### src/design/fct_pkg.sv
package fct_pkg;

    // table geometry
    localparam int TABLE_DEPTH = 4096;
    localparam int ADDR_W      = $clog2(TABLE_DEPTH);
    localparam int ENTRY_W     = 12;
    localparam int PTR_W       = ENTRY_W + 1;

    // entry codes
    localparam logic [ENTRY_W-1:0] ENTRY_FREE = 12'h000;
    localparam logic [ENTRY_W-1:0] ENTRY_BAD  = 12'hFF7;
    localparam logic [ENTRY_W-1:0] ENTRY_EOC  = 12'hFF8;
    localparam logic [PTR_W-1:0]   FIRST_DATA = PTR_W'(2);
    localparam logic [PTR_W-1:0]   DEPTH_P    = PTR_W'(TABLE_DEPTH);
    localparam logic [PTR_W-1:0]   LAST_P     = PTR_W'(TABLE_DEPTH - 1);

    // operation codes
    localparam logic [1:0] MODE_GET   = 2'd0;
    localparam logic [1:0] MODE_SET   = 2'd1;
    localparam logic [1:0] MODE_ALLOC = 2'd2;
    localparam logic [1:0] MODE_FREE  = 2'd3;

    // configuration port
    localparam int CFG_DATA_W = 32;
    localparam int CFG_ADDR_W = 3;
    localparam logic [ENTRY_W-1:0] TOTAL_RESET = 12'd4085;
    localparam logic REG_TOTAL = 1'b0;

    typedef struct packed {
        logic [1:0]         mode;
        logic [ENTRY_W-1:0] cluster;
        logic [ENTRY_W-1:0] value;
    } t_cmd;

    typedef struct packed {
        logic [ENTRY_W-1:0] result_value;
        logic               table_full;
    } t_result;

    typedef enum logic [3:0] {
        S_CLEAR,
        S_IDLE,
        S_GET_RD,
        S_GET_DONE,
        S_SET,
        S_SCAN_RD,
        S_SCAN_CHK,
        S_WALK_CHK,
        S_WALK_WAIT
    } t_state;

    typedef enum logic [2:0] {
        PTR_HOLD,
        PTR_ZERO,
        PTR_LOAD_CL,
        PTR_FIRST,
        PTR_INC,
        PTR_LINK
    } t_ptr_op;

    typedef enum logic [1:0] {
        WR_NONE,
        WR_ZERO,
        WR_VALUE,
        WR_EOC
    } t_wr_op;

    typedef enum logic [1:0] {
        RES_ZERO,
        RES_READ,
        RES_PTR,
        RES_FULL
    } t_res_sel;

    typedef struct packed {
        logic     cap;
        t_ptr_op  ptr_op;
        logic     rd;
        t_wr_op   wr_op;
        logic     done;
        t_res_sel res_sel;
    } t_dp_cmd;

    typedef struct packed {
        logic ptr_in_mem;
        logic clr_last;
        logic scan_ok;
        logic rdata_free;
        logic rdata_eoc;
        logic walk_ok;
    } t_dp_status;

endpackage

### src/design/fct_ctrl.sv
module fct_ctrl
    import fct_pkg::*;
(
    input  logic       i_clk,
    input  logic       i_rst_n,
    input  logic       i_start,
    input  logic [1:0] i_mode,
    input  t_dp_status i_status,
    output t_dp_cmd    o_cmd,
    output logic       o_busy
);

    t_state r_state;
    t_state n_state;

    always_ff @(posedge i_clk) begin
        if (!i_rst_n) begin
            r_state <= S_CLEAR;
        end else begin
            r_state <= n_state;
        end
    end

    // next state
    always_comb begin
        n_state = r_state;
        unique case (r_state)
            S_CLEAR: begin
                if (i_status.clr_last) begin
                    n_state = S_IDLE;
                end
            end
            S_IDLE: begin
                if (i_start) begin
                    unique case (i_mode)
                        MODE_GET:   n_state = S_GET_RD;
                        MODE_SET:   n_state = S_SET;
                        MODE_ALLOC: n_state = S_SCAN_RD;
                        MODE_FREE:  n_state = S_WALK_CHK;
                        default:    n_state = S_IDLE;
                    endcase
                end
            end
            S_GET_RD:   n_state = S_GET_DONE;
            S_GET_DONE: n_state = S_IDLE;
            S_SET:      n_state = S_IDLE;
            S_SCAN_RD: begin
                n_state = i_status.scan_ok ? S_SCAN_CHK : S_IDLE;
            end
            S_SCAN_CHK: begin
                n_state = i_status.rdata_free ? S_IDLE : S_SCAN_RD;
            end
            S_WALK_CHK: begin
                n_state = i_status.walk_ok ? S_WALK_WAIT : S_IDLE;
            end
            S_WALK_WAIT: begin
                n_state = i_status.rdata_eoc ? S_IDLE : S_WALK_CHK;
            end
            default: n_state = S_IDLE;
        endcase
    end

    // outputs
    always_comb begin
        o_cmd         = '0;
        o_cmd.ptr_op  = PTR_HOLD;
        o_cmd.wr_op   = WR_NONE;
        o_cmd.res_sel = RES_ZERO;
        o_busy        = (r_state != S_IDLE);
        unique case (r_state)
            S_CLEAR: begin
                o_cmd.wr_op  = WR_ZERO;
                o_cmd.ptr_op = PTR_INC;
            end
            S_IDLE: begin
                if (i_start) begin
                    o_cmd.cap    = 1'b1;
                    o_cmd.ptr_op = (i_mode == MODE_ALLOC) ? PTR_FIRST : PTR_LOAD_CL;
                end
            end
            S_GET_RD: begin
                o_cmd.rd = 1'b1;
            end
            S_GET_DONE: begin
                o_cmd.done    = 1'b1;
                o_cmd.res_sel = i_status.ptr_in_mem ? RES_READ : RES_ZERO;
            end
            S_SET: begin
                o_cmd.wr_op = i_status.ptr_in_mem ? WR_VALUE : WR_NONE;
                o_cmd.done  = 1'b1;
            end
            S_SCAN_RD: begin
                if (i_status.scan_ok) begin
                    o_cmd.rd = 1'b1;
                end else begin
                    o_cmd.done    = 1'b1;
                    o_cmd.res_sel = RES_FULL;
                end
            end
            S_SCAN_CHK: begin
                if (i_status.rdata_free) begin
                    o_cmd.wr_op   = WR_EOC;
                    o_cmd.done    = 1'b1;
                    o_cmd.res_sel = RES_PTR;
                end else begin
                    o_cmd.ptr_op = PTR_INC;
                end
            end
            S_WALK_CHK: begin
                if (i_status.walk_ok) begin
                    o_cmd.rd = 1'b1;
                end else begin
                    o_cmd.done = 1'b1;
                end
            end
            S_WALK_WAIT: begin
                o_cmd.wr_op = WR_ZERO;
                if (i_status.rdata_eoc) begin
                    o_cmd.done = 1'b1;
                end else begin
                    o_cmd.ptr_op = PTR_LINK;
                end
            end
            default: begin
                o_cmd.done = 1'b0;
            end
        endcase
    end

endmodule

### config.mk
export PLATFORM = sky130hd
export DESIGN_NAME = fct_ctrl
export DESIGN_NICKNAME = d
export VERILOG_FILES = /design/src/design/fct_pkg.sv /design/src/design/fct_ctrl.sv
export SDC_FILE = /design/constraint.sdc
export NUM_CORES = 1
export LEC_CHECK = 0
export ABC_AREA = 1
export BUFFER_PORTS_ARGS = -buffer_cell sky130_fd_sc_hd__buf_2
export CORE_AREA = 3 3 40 42
export CTS_BUF_LIST = sky130_fd_sc_hd__clkbuf_4
export DETAILED_ROUTE_END_ITERATION = 7
export DIE_AREA = 0 0 43 45
export MAX_ROUTING_LAYER = met4
export PLACE_DENSITY = 0.74
export SYNTH_ARGS = -nofsm -noshare
export SYNTH_HDL_FRONTEND = slang
export SYNTH_SLANG_ARGS = --single-unit
### constraint.sdc
create_clock -name i_clk -period 1.5 [get_ports i_clk]
set_clock_uncertainty 0.15 [all_clocks]
set_input_delay 0.075 -clock i_clk [delete_from_list [all_inputs] [get_ports i_clk]]
set_output_delay 0.075 -clock i_clk [all_outputs]
set_load 0.01 [all_outputs]
==> results of run 1 <==
## cell usage after synthesis
| cell | count | area [µm²] |
|---|---|---|
| buf_4 | 1 | 7.51 |
| nor2_2 | 1 | 6.26 |
| inv_1 | 19 | 71.3 |
| o21ai_0 | 3 | 15.0 |
| nand2_2 | 1 | 6.26 |
| nand3b_1 | 1 | 7.51 |
| dfxtp_1 | 4 | 80.1 |
| nand3_1 | 8 | 40.0 |
| nor2_4 | 1 | 11.3 |
| nor3_1 | 4 | 20.0 |
| nand2_1 | 28 | 105 |
| o211ai_1 | 1 | 7.51 |
| nor2_1 | 18 | 67.6 |
| o21ai_2 | 1 | 8.76 |
| ha_1 | 3 | 37.5 |
## how the worst min path moves through the flow
| stage | from | end | slack (ps) | cells past startpoint |
|---|---|---|---|---|
| 3_3_place_gp | i_rst_n | r_state[0] | 170 | 3 |
| 3_5_place_dp | i_rst_n | r_state[0] | 180 | 3 |
| 2_1_floorplan | i_rst_n | r_state[0] | 50 | 2 |
| 4_1_cts | i_status[4] | r_state[0] | 80 | 4 |
| 6_report | i_status[4] | r_state[0] | 70 | 4 |
| 5_1_grt | i_status[4] | r_state[0] | 110 | 4 |
## layout make-up
cell class,instances,area share (%)
well taps,15,2.34
inverters,19,9.81
repair buffers,29,22.4
clock buffers,3,2.80
multi-input cells,70,50.8
flip-flops and latches,4,11.8
## through the flow
stage          TNS, ps  instance area [µm²]  setup WS [ps]
6_report         -62.2                  803          -50.8
5_1_grt           -420                  803           -117
4_1_cts          -43.4                  686          -30.1
3_5_place_dp         0                  616            120
3_3_place_gp         0                  616            110
2_1_floorplan        0                  492            123
## power by group through the flow
stage / clock [µW] / sequential (µW) / combinational, µW
6_report: 143 / 136 / 265
5_1_grt: 151 / 138 / 293
4_1_cts: 134 / 130 / 228
3_5_place_dp: 0 / 129 / 219
3_3_place_gp: 0 / 128 / 216
2_1_floorplan: 0 / 127 / 150
## kinds of logic (layout without fill, tap and decap cells)
logic type	after synthesis	in the layout
flip-flops	4	4
AO/OA/AOI/OAI	5	5
adder cells (fa/ha/maj)	3	3
AND/OR/NAND/NOR	62	62
buffers and inverters	20	51
## metal layers
metal	track usage, %	vias to the layer above	share of wire [%]
li1	-	346	-
met1	17.5	278	39
met2	27.2	28	50
met3	1.20	5	7.8
met4	9.04	0	3.4
met5	-	-	0
## worst max-delay path, cell delays in order, from the launching register on
cell     delay [ps]
dfxtp_4         390
inv_4            60
nand2_4          80
nor2_4           50
nand2_2          80
nand2_2          60
nor3_2          140
nand3_1          80
buf_2           140
## timing repair
| action | CTS | global route |
|---|---|---|
| gates resized for setup | 12 | 26 |
| hold endpoints to repair | 4 | 0 |
| buffers inserted | 1 | 4 |
| hold buffers | 2 | 0 |
| setup endpoints to repair | 6 | 11 |
| pin swaps | 1 | 7 |
==> results.py, run 1 <==
metrics = {
    "run_status": {
        "status": "finished, violations left",
        "violations": "setup timing",
    },
    "worst_setup_path": {
        "endpoint": "o_cmd[2]",
        "crit_path_end_kind": "output port",
        "start_kind": "flip-flop",
        "crit_type": "reg -> out",
        "ff2ff_setup_slack_ps": 150,
        "cp_data_arrival_time_ps": 1330,
        "crit_start": "r_state[3]",
        "crit_required_ps": 1270,
        "r2r_start": "r_state[1]",
        "reg2regPathDepth": 8,
        "reg2reg_to": "r_state[2]",
        "crit_fanout": 4,
    },
    "final_layout": {
        "final_cell_mix": "nand2_1 (21), buf_2 (20), inv_1 (16)",
        "fill_cells": 121,
        "ff_latch_area_um2": 95.1,
        "nets": 141,
        "largest_reg_flops": 4,
        "drive_above_1_share_pct": 44.8,
        "regMostFlops": "r_state",
        "reg_top3": "r_state: 4 flops",
        "mostFrequentLayoutCell": "nand2_1",
        "multi_input_area_um2": 408,
        "final_util_pct": 62.5,
        "antenna_cells": 0,
        "syn_to_final_growth_pct": 63.4,
        "finalNonFillerCells": 140,
    },
    "synth": {
        "synth_top_family_by_area": "simple AND/OR/NAND/NOR gates",
        "synth_area_um2": 492,
        "synth_compound_area_share_pct": 6.36,
        "synth-simple-area-share_pct": 53.7,
        "synth_xor_area_share_pct": 0,
        "synthAdderAreaFrac_pct": 7.63,
        "ys_seq_area_share_pct": 16.3,
        "yosysUniqueCellTypes": 15,
        "synth_cells": 94,
        "synth_mux_area_share_pct": 0,
        "avgSynthCellArea_um2": 5.23,
        "ys_seq_elements": 4,
        "yosysWarningCount": 0,
        "synth.net_count": 108,
    },
    "sta": {
        "finalHoldViolCount": 0,
        "grt_setup_unrepaired": "true",
        "timing.fmax_mhz": 645,
        "layout_setup_ws_ps": -50.8,
        "slew_headroom_pct": 86.8,
        "hold_slack_ps": 69.9,
        "drv_slew": 0,
        "period_needed_ps": 1550,
        "setup_viol": 2,
        "worst_slew_pin_slew_ps": 196,
        "min_period_over_period_pct": 103,
    },
    "floorplan": {
        "start_util_pct": 38.3,
        "fp.dieW_um": 43,
        "core_um2": 1280,
        "die_h_um": 45,
        "std_cell_rows": 13,
        "die-area_um2": 1940,
        "ioPinCount": 22,
    },
    "placed_design": {
        "dp_hpwl_um": 1080,
        "io_buffers": 21,
        "numPlacedInstances": 130,
        "gp_congestion": 0.888,
    },
    "power": {
        "power_density_nw_per_um2": 677,
        "max-vdd-ir-drop_v": 0.000363,
        "clock_power_share_pct": 26.3,
        "internal_power_uw": 315,
        "switching_share_pct": 42.1,
        "switching_power_uw": 229,
        "power_frac_comb_pct": 48.7,
        "seq_power_share_pct": 25.0,
        "power_uw": 543,
        "power_leakage_uw": 0.000460,
    },
    "cts": {
        "root_buffer": "clkbuf_4",
        "cts_sinks": 4,
        "path_clk_slew_ps": 30,
        "cts.path.max_buffers": 2,
        "tritoncts": "done",
        "numCtsBuffers": 3,
        "htreeDepth": 1,
        "clk_latency_ps": 250,
    },
    "global_route": {
        "grt_max_degree": 7,
        "track_usage_pct": 15.6,
        "grt_pass1_wl_um": 2260,
        "antenna_found_initial": 0,
        "overflow": 0,
        "grt_pass1_vias": 600,
    },
    "drt": {
        "drt_wl_total_um": 1550,
        "via_per_inst": 4.69,
        "vias": 657,
        "ant_nets": 0,
        "firstDrtPassIters": 4,
        "drc": 0,
        "routedWlPerCell_um": 11.1,
        "drt-initial-drc-count": 17,
    },
    "run": {
        "maxCapViolCount": 0,
    },
    "min_path": {
        "worstHoldPathType": "in -> reg",
    },
}
No activity file was read; power rests on OpenSTA's default activity.
==> run 2: changes to the inputs <==
==> constraint.sdc (replaced) <==
create_clock -name i_clk -period 1.5 [get_ports i_clk]
set_clock_uncertainty 0.15 [all_clocks]
set_input_delay 0.075 -clock i_clk [delete_from_list [all_inputs] [get_ports i_clk]]
set_output_delay 0.075 -clock i_clk [all_outputs]
set_load 0.1 [all_outputs]
==> results.py, run 2 (synthesis results as in run 1) <==
metrics = {
    "worst_setup_path": {
        "cp_data_arrival_time_ps": 1470,
        "crit_fanout": 6,
        "crit_type": "reg -> out",
        "cp_num_buf_inv": 2,
        "start_kind": "flip-flop",
        "cp_cell_sequence": "nand2_1 > nor3_1 > buf_4 > nor3_4 > nand3_4 > buf_12",
        "ff2ff_setup_slack_ps": -140,
        "r2r_start": "r_state[0]",
        "crit_slowest_cell": "dfxtp_4",
        "reg2reg_to": "r_state[0]",
        "reg2regPathDepth": 10,
        "crit_required_ps": 1270,
        "crit_path_end_kind": "output port",
        "critPathTopFamily": "simple AND/OR/NAND/NOR gates",
        "crit_path_max_incr_delay_ps": 380,
    },
    "sta": {
        "period_needed_ps": 1700,
        "grt_setup_unrepaired": "true",
        "slew_headroom_pct": 79.1,
        "finalHoldViolCount": 0,
        "setup_viol": 13,
        "timing.fmax_mhz": 590,
        "drv_slew": 0,
        "hold_slack_ps": 169,
        "min_period_over_period_pct": 113,
        "layout_setup_ws_ps": -196,
        "worst_slew_pin_slew_ps": 312,
        "setup_tns_ps": -1760,
    },
    "cts": {
        "tritoncts": "done",
        "htreeDepth": 1,
        "cts_sinks": 4,
        "numCtsBuffers": 3,
        "path_clk_slew_ps": 30,
        "cts.path.max_buffers": 2,
        "clk_latency_ps": 240,
        "root_buffer": "clkbuf_4",
    },
    "final_layout": {
        "multi_input_area_um2": 544,
        "antenna_cells": 0,
        "drive_above_1_share_pct": 57.4,
        "largest_reg_flops": 4,
        "reg_top3": "r_state: 4 flops",
        "mostFrequentLayoutCell": "nand2_1",
        "nets": 152,
        "regMostFlops": "r_state",
        "syn_to_final_growth_pct": 150,
        "final_cell_mix": "nand2_1 (18), inv_1 (15), buf_12 (13)",
        "final_util_pct": 95.5,
        "fill_cells": 33,
        "ff_latch_area_um2": 95.1,
    },
    "min_path": {
        "hp-start": "i_status[4]",
        "hold_end": "r_state[1]",
        "worstHoldPathType": "in -> reg",
        "hold_depth": 4,
    },
    "drt": {
        "vias": 878,
        "routedWlPerCell_um": 20.0,
        "ant_nets": 0,
        "via_per_inst": 5.81,
        "firstDrtPassIters": 5,
        "drt-initial-drc-count": 56,
        "drt_wl_total_um": 3020,
        "drc": 0,
    },
    "global_route": {
        "overflow": 0,
        "antenna_found_initial": 0,
        "grt_pass1_vias": 747,
        "grt_max_degree": 7,
        "grt_pass1_wl_um": 3420,
        "track_usage_pct": 25.0,
    },
    "power": {
        "power_uw": 1060,
        "power_density_nw_per_um2": 863,
        "max-vdd-ir-drop_v": 0.000646,
        "power_leakage_uw": 0.000628,
    },
    "run_status": {
        "violations": "setup timing",
        "status": "finished, violations left",
    },
    "run": {
        "maxCapViolCount": 0,
    },
    "floorplan": {
        "fp.dieW_um": 43,
        "ioPinCount": 22,
        "std_cell_rows": 13,
        "core_um2": 1280,
        "start_util_pct": 38.3,
        "die-area_um2": 1940,
        "die_h_um": 45,
    },
    "placed_design": {
        "gp_congestion": 0.921,
        "dp_hpwl_um": 1390,
        "io_buffers": 21,
    },
}
run 2: changes by cell type in the layout (fill, tap and decap cells not counted), sizes merged:
cell,delta
buf,+11
run 2: where the power goes:
group	leakage (µW)	switching, µW	internal (µW)
Combinational	0.000579	502	285
Clock	0.0000138	43.1	89.4
Sequential	0.0000355	23.1	117
run 2: worst min-delay path, stage by stage:
cell,delay (ps)
buf_2,100
nand3b_1,180
nand2_2,110
nor3_1,50
run 2: worst max-delay path by stage:
| stage | to | startpoint | depth (start not counted) |
|---|---|---|---|
| 6_report | o_cmd[2] | r_state[1] | 6 |
| 2_1_floorplan | o_cmd[8] | r_state[0] | 3 |
| 3_3_place_gp | o_cmd[2] | r_state[0] | 8 |
| 4_1_cts | o_cmd[6] | r_state[0] | 8 |
| 5_1_grt | o_cmd[0] | r_state[1] | 5 |
| 3_5_place_dp | o_cmd[2] | r_state[2] | 7 |
run 2: metrics by stage:
stage	instance area (µm²)	setup slack, ps	instances
floorplan	627	-674	94
global placement	958	62.6	137
detailed placement	958	22.2	137
CTS	1150	-146	146
global route	1230	-264	151
finish	1230	-196	151
run 2: area by class of cell:
cell class | count | area share, %
repair buffers | 40 | 37.9
multi-input cells | 70 | 44.3
well taps | 15 | 1.53
clock buffers | 3 | 1.83
inverters | 19 | 6.63
flip-flops and latches | 4 | 7.75
run 2: repair_timing:
| action | 4_1_cts | 5_1_grt |
|---|---|---|
| endpoints found under the setup margin | 11 | 13 |
| hold buffers | 2 | 0 |
| resized for setup | 29 | 10 |
| buffers inserted | 4 | 6 |
| hold endpoints to repair | 4 | 0 |
| pin swaps | 8 | 9 |
run 2: routing by layer:
metal  GRT usage [%]  vias up  wire (µm)
li1                -      375          -
met1            28.8      398       1050
met2            39.8       78       1540
met3            3.98       27        255
met4            17.5        0        179
met5               -        -          0
